**src/sv/mbet_pkg.sv**
```systemverilog
// Shared constants, types and tables of the Mandelbrot escape-time pixel block.
package mbet_pkg;

  localparam int MAX_ITERATIONS = 100;
  localparam int MAX_DIMENSION  = 4096;
  localparam int FRACTION_BITS  = 28;

  localparam int GRAY_DIVISOR = 50;
  localparam int GRAY_SCALE   = 256;

  // Port widths fixed by the field definitions
  localparam int PIX_W     = 12;
  localparam int CFG_W     = 13;
  localparam int CFG_IDX_W = 2;
  localparam int COUNT_W   = 7;
  localparam int GRAY_W    = 10;

  // Register indexes on the configuration port
  localparam logic [CFG_IDX_W-1:0] CFG_IMAGE_WIDTH  = CFG_IDX_W'(0);
  localparam logic [CFG_IDX_W-1:0] CFG_IMAGE_HEIGHT = CFG_IDX_W'(1);

  // Fixed point Q4.F and derived widths
  localparam int FX_W   = FRACTION_BITS + 4;
  localparam int PROD_W = 2 * FX_W;
  localparam int SQ_W   = PROD_W - FRACTION_BITS;      // floor(a*a / 2^F)
  localparam int CROSS_W = PROD_W - FRACTION_BITS + 1; // floor(2*a*b / 2^F)
  localparam int NUM_W  = PIX_W + 1 + FRACTION_BITS;   // (2*pixel) << F
  localparam int DEN_W  = $clog2(MAX_DIMENSION + 1);
  localparam int DCNT_W = $clog2(NUM_W + 1);
  localparam int CNT_W  = $clog2(MAX_ITERATIONS + 1);
  localparam int WIDE_W = (NUM_W + 1 > CROSS_W + 2) ? NUM_W + 1 : CROSS_W + 2;

  localparam logic signed [FX_W-1:0] FX_MAX = {1'b0, {(FX_W-1){1'b1}}};
  localparam logic signed [FX_W-1:0] FX_MIN = {1'b1, {(FX_W-1){1'b0}}};
  localparam logic signed [WIDE_W-1:0] FX_MAX_W = {{(WIDE_W-FX_W+1){1'b0}}, {(FX_W-1){1'b1}}};
  localparam logic signed [WIDE_W-1:0] FX_MIN_W = {{(WIDE_W-FX_W+1){1'b1}}, {(FX_W-1){1'b0}}};

  localparam logic signed [WIDE_W-1:0] RE_OFFSET = WIDE_W'(3) << (FRACTION_BITS - 1);
  localparam logic signed [WIDE_W-1:0] IM_OFFSET = WIDE_W'(1) << FRACTION_BITS;
  localparam logic signed [WIDE_W-1:0] ESC_LIMIT = WIDE_W'(4) << FRACTION_BITS;

  localparam logic [CNT_W-1:0] ITER_LIMIT = CNT_W'(MAX_ITERATIONS);

  typedef logic [2**CNT_W-1:0][GRAY_W-1:0] gray_lut_t;

  function automatic gray_lut_t build_gray_lut();
    gray_lut_t lut;
    for (int i = 0; i < 2**CNT_W; i++) begin
      lut[i] = GRAY_W'((i * GRAY_SCALE) / GRAY_DIVISOR);
    end
    return lut;
  endfunction

  localparam gray_lut_t GRAY_LUT = build_gray_lut();

  // Clamp a wide signed value into the Q4.F range
  function automatic logic signed [FX_W-1:0] fx_sat(input logic signed [WIDE_W-1:0] v);
    logic signed [FX_W-1:0] r;
    if (v > FX_MAX_W) begin
      r = FX_MAX;
    end else if (v < FX_MIN_W) begin
      r = FX_MIN;
    end else begin
      r = v[FX_W-1:0];
    end
    return r;
  endfunction

  typedef enum logic [2:0] {
    ST_IDLE,
    ST_DIV,
    ST_MUL,
    ST_UPD,
    ST_FIN
  } state_e;

  typedef struct packed {
    logic load;  // start both coordinate divisions
    logic init;  // set c from the quotients, clear z and count
    logic mul;   // register the three products
    logic step;  // advance z and count
    logic emit;  // load the result word
  } dp_cmd_t;

  typedef struct packed {
    logic div_busy;
    logic escape;
  } dp_sts_t;

endpackage

```
**src/sv/mbet_ctrl.sv**
```systemverilog
// Controller: sequences division, iteration and result hand-off.
module mbet_ctrl (
  input  logic              clk_i,
  input  logic              rst_ni,
  input  logic              in_valid_i,
  output logic              in_ready_o,
  output logic              out_valid_o,
  input  logic              out_ready_i,
  input  mbet_pkg::dp_sts_t sts_i,
  output mbet_pkg::dp_cmd_t cmd_o
);

  mbet_pkg::state_e state_q, state_d;
  logic             out_valid_q, out_valid_d;
  logic             out_free;

  assign out_free = !out_valid_q || out_ready_i;

  always_comb begin
    state_d = state_q;
    unique case (state_q)
      mbet_pkg::ST_IDLE: if (in_valid_i) state_d = mbet_pkg::ST_DIV;
      mbet_pkg::ST_DIV:  if (!sts_i.div_busy) state_d = mbet_pkg::ST_MUL;
      mbet_pkg::ST_MUL:  state_d = mbet_pkg::ST_UPD;
      mbet_pkg::ST_UPD:  state_d = sts_i.escape ? mbet_pkg::ST_FIN : mbet_pkg::ST_MUL;
      mbet_pkg::ST_FIN:  if (out_free) state_d = mbet_pkg::ST_IDLE;
      default:           state_d = mbet_pkg::ST_IDLE;
    endcase
  end

  always_comb begin
    cmd_o      = '0;
    in_ready_o = 1'b0;
    unique case (state_q)
      mbet_pkg::ST_IDLE: begin
        in_ready_o = 1'b1;
        cmd_o.load = in_valid_i;
      end
      mbet_pkg::ST_DIV: cmd_o.init = !sts_i.div_busy;
      mbet_pkg::ST_MUL: cmd_o.mul  = 1'b1;
      mbet_pkg::ST_UPD: cmd_o.step = !sts_i.escape;
      mbet_pkg::ST_FIN: cmd_o.emit = out_free;
      default: ;
    endcase
  end

  // hold the word until taken, reload when the next one is ready
  always_comb begin
    out_valid_d = out_valid_q;
    if (cmd_o.emit) begin
      out_valid_d = 1'b1;
    end else if (out_ready_i) begin
      out_valid_d = 1'b0;
    end
  end

  always_ff @(posedge clk_i or negedge rst_ni) begin
    if (!rst_ni) begin
      state_q     <= mbet_pkg::ST_IDLE;
      out_valid_q <= 1'b0;
    end else begin
      state_q     <= state_d;
      out_valid_q <= out_valid_d;
    end
  end

  assign out_valid_o = out_valid_q;

endmodule

```
**config.mk**
```make
export PLATFORM = sky130hd
export DESIGN_NAME = mbet_ctrl
export DESIGN_NICKNAME = d
export VERILOG_FILES = /design/src/sv/mbet_pkg.sv /design/src/sv/mbet_ctrl.sv
export SDC_FILE = /design/constraint.sdc
export NUM_CORES = 1
export LEC_CHECK = 0
export ABC_AREA = 1
export BUFFER_PORTS_ARGS = -buffer_cell sky130_fd_sc_hd__buf_2
export CAP_MARGIN = 20
export CORE_AREA = 2 2 39 41
export CTS_CLUSTER_DIAMETER = 100
export DETAILED_ROUTE_END_ITERATION = 10
export DIE_AREA = 0 0 41 43
export GPL_TIMING_DRIVEN = 0
export HOLD_SLACK_MARGIN = 0.1
export PLACE_DENSITY_LB_ADDON = 0.08
export SLEW_MARGIN = 20
export SYNTH_ARGS = -nofsm -noshare
export SYNTH_HDL_FRONTEND = slang
export SYNTH_SLANG_ARGS = --single-unit
```
**constraint.sdc**
```tcl
create_clock -name clk_i -period 1.7 [get_ports clk_i]
set_input_delay 0.17 -clock clk_i [delete_from_list [all_inputs] [get_ports clk_i]]
set_output_delay 0.17 -clock clk_i [all_outputs]
set_load 0.02 [all_outputs]
```
# --- Word level (Yosys, flattened, before mapping) ---
# Index checks and enable logic that the tools add are counted.
totals:
  reg_bits: 4
  input_bits: 6
  output_inout_bits: 7
  elab_cells: 29
classes:
  eq_ne: 7
  mux: 13
  n_reduce_logical: 7
ops:
  columns: ["operator", "count"]
  rows:
  - ["case mux 3 bit (5 select lines)", 1]
  - ["two-way mux 3 bit", 4]
  - ["two-way mux 1 bit", 8]
  - ["== test 3 x 2 -> 1 bit, second input constant", 2]
  - ["!= test 2 bit, second input constant", 3]
  - ["== test 3 x 1 -> 1 bit, second input constant", 1]
  - ["== test 3 bit, second input constant", 1]
  - ["logical NOT 1 bit", 3]
  - ["logical NOT 3 bit", 1]
  - ["AND reduction 3 bit", 1]
  - ["nonzero test 2 bit", 1]
  - ["logical OR 1 bit", 1]

# --- Depth between registers and ports, before layout ---
depth:
  ltp_word: 4
  mapped_depth: 5
  mapped_depth_nobuf: 5

# --- Worst setup path after synthesis ---
# OpenSTA, ideal clock, no wires.
synth_timing:
  path_type: "register -> output"
  from: "register state_q[0]"
  to: "output port cmd_o[4] (netlist bit)"
  t_arrival_ns: 1.106
  required_ns: 1.530
  setup_slack_ns: 0.424
  stages_incl_launch_ff: 4
  n_path_buf: 0
  path_cell_list: "dfrtp_1 nor2_1 inv_1 nor3_1"
synth_rtl:
  columns: ["item", "line", "text"]
  rows:
  - ["start, declared", "mbet_ctrl.sv:13", "mbet_pkg::state_e state_q, state_d;"]
  - ["start signal, assigned", "mbet_ctrl.sv:59", "state_q <= mbet_pkg::ST_IDLE;"]
  - ["start signal, assigned", "mbet_ctrl.sv:62", "state_q <= state_d;"]
  - ["end, declared", "mbet_ctrl.sv:10", "output mbet_pkg::dp_cmd_t cmd_o"]

==> results.sh <==
export IMPL_powerDensity_mw_per_mm2=1660
export IMPL_clk_pin_slew_worst_paths_ns=0.04
export IMPL_dieArea_mm2=0.00176
export IMPL_cp_slowest_cell="dfrtp_1"
export IMPL_ctsResizeCount=0
export IMPL_cts_buffers=3
export IMPL_synthFlopType="dfrtp_1"
export IMPL_ctsHoldBuffers=1
export IMPL_vdd_ir_drop_max_mv=0.833
export IMPL_crit_required_ns=1.53
export IMPL_ctsRootBufferMaster="clkbuf_4"
export IMPL_p_sw_w=0.000280
export IMPL_period_needed_ns=1.46
export IMPL_fin_tns_setup_ns=0
export IMPL_synth_compound_area_share_pct=5.08
export IMPL_cp_start_kind="flip-flop"
export IMPL_grt_pass1_vias=297
export IMPL_cp_buffers_inverters=2
export IMPL_setup_viol=0
export IMPL_netlist_instances=36
export IMPL_seq_area_frac_synth_pct=40.6
export IMPL_synth_edf_count=0
export IMPL_finalClockSkew_ns=0.00698
export IMPL_syn_nets=42
export IMPL_initial_core_util_pct=17.8
export IMPL_power_internal_w=0.000318
export IMPL_synthMuxAreaShare_pct=0
export IMPL_clockBufferDepth=2
export IMPL_nets=60
export IMPL_synth_cell_types=11
export IMPL_io_buffers=12
export IMPL_synth_top_area_share_pct=40.6
export IMPL_globalplace_congestion=0.748
export IMPL_tightestPinTransition_ns=0.215
export IMPL_yosys_top_cells_area="dfrtp_1 (41%), nor2_1 (12%), inv_1 (11%)"
export IMPL_netlist_top_cells_count="nor2_1 (8), inv_1 (7), nand2_1 (6)"
export IMPL_firstDrtPassIters=1
export IMPL_status="finished, final reports clean"
export IMPL_drc_errors=0
export IMPL_drtAntennaViolNets=0
export IMPL_yosysTopAreaCell="dfrtp_1"
export IMPL_slew_headroom_pct=85.6
export IMPL_slowest_delay_ns=0.43
export IMPL_avgSynthCellArea_um2=6.85
export IMPL_die_y_um=43
export IMPL_fillCellCount=167
export IMPL_clk_latency_ns=0.23
export IMPL_ys_seq_elements=4
export IMPL_num_vias=289
export IMPL_avgRoutedWirePerCell_um=8.82
export IMPL_ios=13
export IMPL_ctsHtreeMaxLevel=1
export IMPL_grt_pass1_wl_um=1120
export IMPL_netlist_area_um2=246
export IMPL_yosysMostFrequentCell="nor2_1"
export IMPL_grt_total_usage_pct=9.56
export IMPL_cp_max_fo=6
export IMPL_diodes=0
export IMPL_cts_num_sinks=4
export IMPL_synthSimpleGateAreaFrac_pct=40.6
export IMPL_critPathArrivalTime_ns=1.29
export IMPL_p_clk_share_pct=19.5
export IMPL_final_hold_violation_count=0
export IMPL_regArea_um2=100
export IMPL_yosys_area_share_adder_pct=0
export IMPL_grt_antenna_before_repair=0
export IMPL_post_dp_hpwl_um=495
export IMPL_drtIter0Drc=0
export IMPL_cts_tree="done"
export IMPL_switching_share_pct=46.8
export IMPL_critPathTopFamily="flip-flops"
export IMPL_drt_total_wl_um=600
export IMPL_synth_top_family_by_area="simple AND/OR/NAND/NOR gates"
export IMPL_multi_input_area_um2=113
export IMPL_end_kind="output port"
export IMPL_grt_ovfl_total=0
export IMPL_fp_coreArea_mm2=0.00138
export IMPL_synthToLayoutAreaGrowth_pct=45.7
export IMPL_post_route_period_util_pct=85.7
export IMPL_p_total_w=0.000597
export IMPL_chipWidth_um=41
export IMPL_routed_via_density=4.25
export IMPL_seqPwrFrac_pct=30.1
export IMPL_async_flop_share_pct=100
export IMPL_path_cells="nor2_1, inv_1, nor3_1, buf_2"
export IMPL_crit_type="flip-flop to output port"
export IMPL_drive_above_1_share_pct=32.7
export IMPL_comb_power_share_pct=50.4
export IMPL_cts_setup_buffers=0
export IMPL_yosysWarnings=0
export IMPL_slew_violations=0
export IMPL_grt_max_degree=8
export IMPL_synth_xor_area_share_pct=0
export IMPL_fmax_mhz=687
export IMPL_hold_class="primary input to flip-flop"
export IMPL_cap_violations=0
export IMPL_rsz0062_at_grt="false"
export IMPL_fp_row_count=14
export IMPL_p_leak_nw=0.224
placed cells by master, fill, tap and decap left out, types with 2 or more instances in the layout:
| cell | netlist | layout |
|---|---|---|
| buf_2 | 0 | 12 |
| nor2_1 | 8 | 8 |
| nand4_1 | 2 | 2 |
| inv_1 | 7 | 7 |
| clkbuf_4 | 0 | 3 |
| nand2_1 | 6 | 6 |
| nand3_1 | 4 | 4 |
| dfrtp_1 | 4 | 4 |
state kept, by name, indices dropped and copies added, names as in the netlist:
name         flops
state_q          3
out_valid_o      1
final cells by class:
type | instances | area share [%]
Buffer | 1 | 2.09
Clock buffer | 3 | 6.27
Inverter | 7 | 7.32
Multi-Input combinational cell | 24 | 31.4
Sequential cell | 4 | 27.9
Tap cell | 16 | 5.57
Timing Repair Buffer | 13 | 19.5
power by group through the flow:
stage / Combinational, W / Clock, W / Sequential [W]
floorplan: 0.000216 / 0 / 0.000175
global placement: 0.000304 / 0 / 0.000186
detailed placement: 0.000304 / 0 / 0.000184
CTS: 0.000307 / 0.000124 / 0.000183
global route: 0.000354 / 0.000129 / 0.000191
finish: 0.000301 / 0.000116 / 0.000180
routing by layer:
metal | share of wire, % | wire (µm) | GRT usage [%]
met1 | 40 | 241 | 11.3
met2 | 50 | 302 | 14.1
met3 | 9.3 | 56 | 3.14
met4 | 0 | 0 | 6.00
met5 | 0 | 0 | 0
kinds of logic after synthesis:
group                  after synthesis
AO/OA/AOI/OAI                        2
buffers and inverters                8
flip-flops                           4
AND/OR/NAND/NOR                     22
per-stage QoR:
stage / hold WS (ns) / worst slack, ns / area, µm² / util [%] / std cells
final: 0.167 / 0.244 / 359 / 25.9 / 68
after global routing: 0.187 / 0.0618 / 359 / 25.9 / 68
after CTS: 0.166 / 0.224 / 359 / 25.9 / 68
after detailed placement: -0.0201 / 0.477 / 327 / 23.6 / 64
after global placement: -0.0252 / 0.499 / 327 / 23.6 / 64
after floorplan: -0.126 / 0.424 / 246 / - / 36
path summary, 6_finish.rpt:
| kind | end | slack, ns | cells past startpoint | start |
|---|---|---|---|---|
| min in group asynchronous | out_valid_o | 0.27 | 2 | rst_ni |
| max in group asynchronous | state_q[1] | 1.31 | 2 | rst_ni |
| max reg2reg | state_q[1] | 0.68 | 5 | state_q[0] |
| max | cmd_o[4] | 0.24 | 4 | state_q[0] |
| min reg2reg | out_valid_o | 0.58 | 2 | out_valid_o |
| min | out_valid_o | 0.17 | 2 | out_ready_i |
Note: power is estimated with default switching activity, not from simulation.
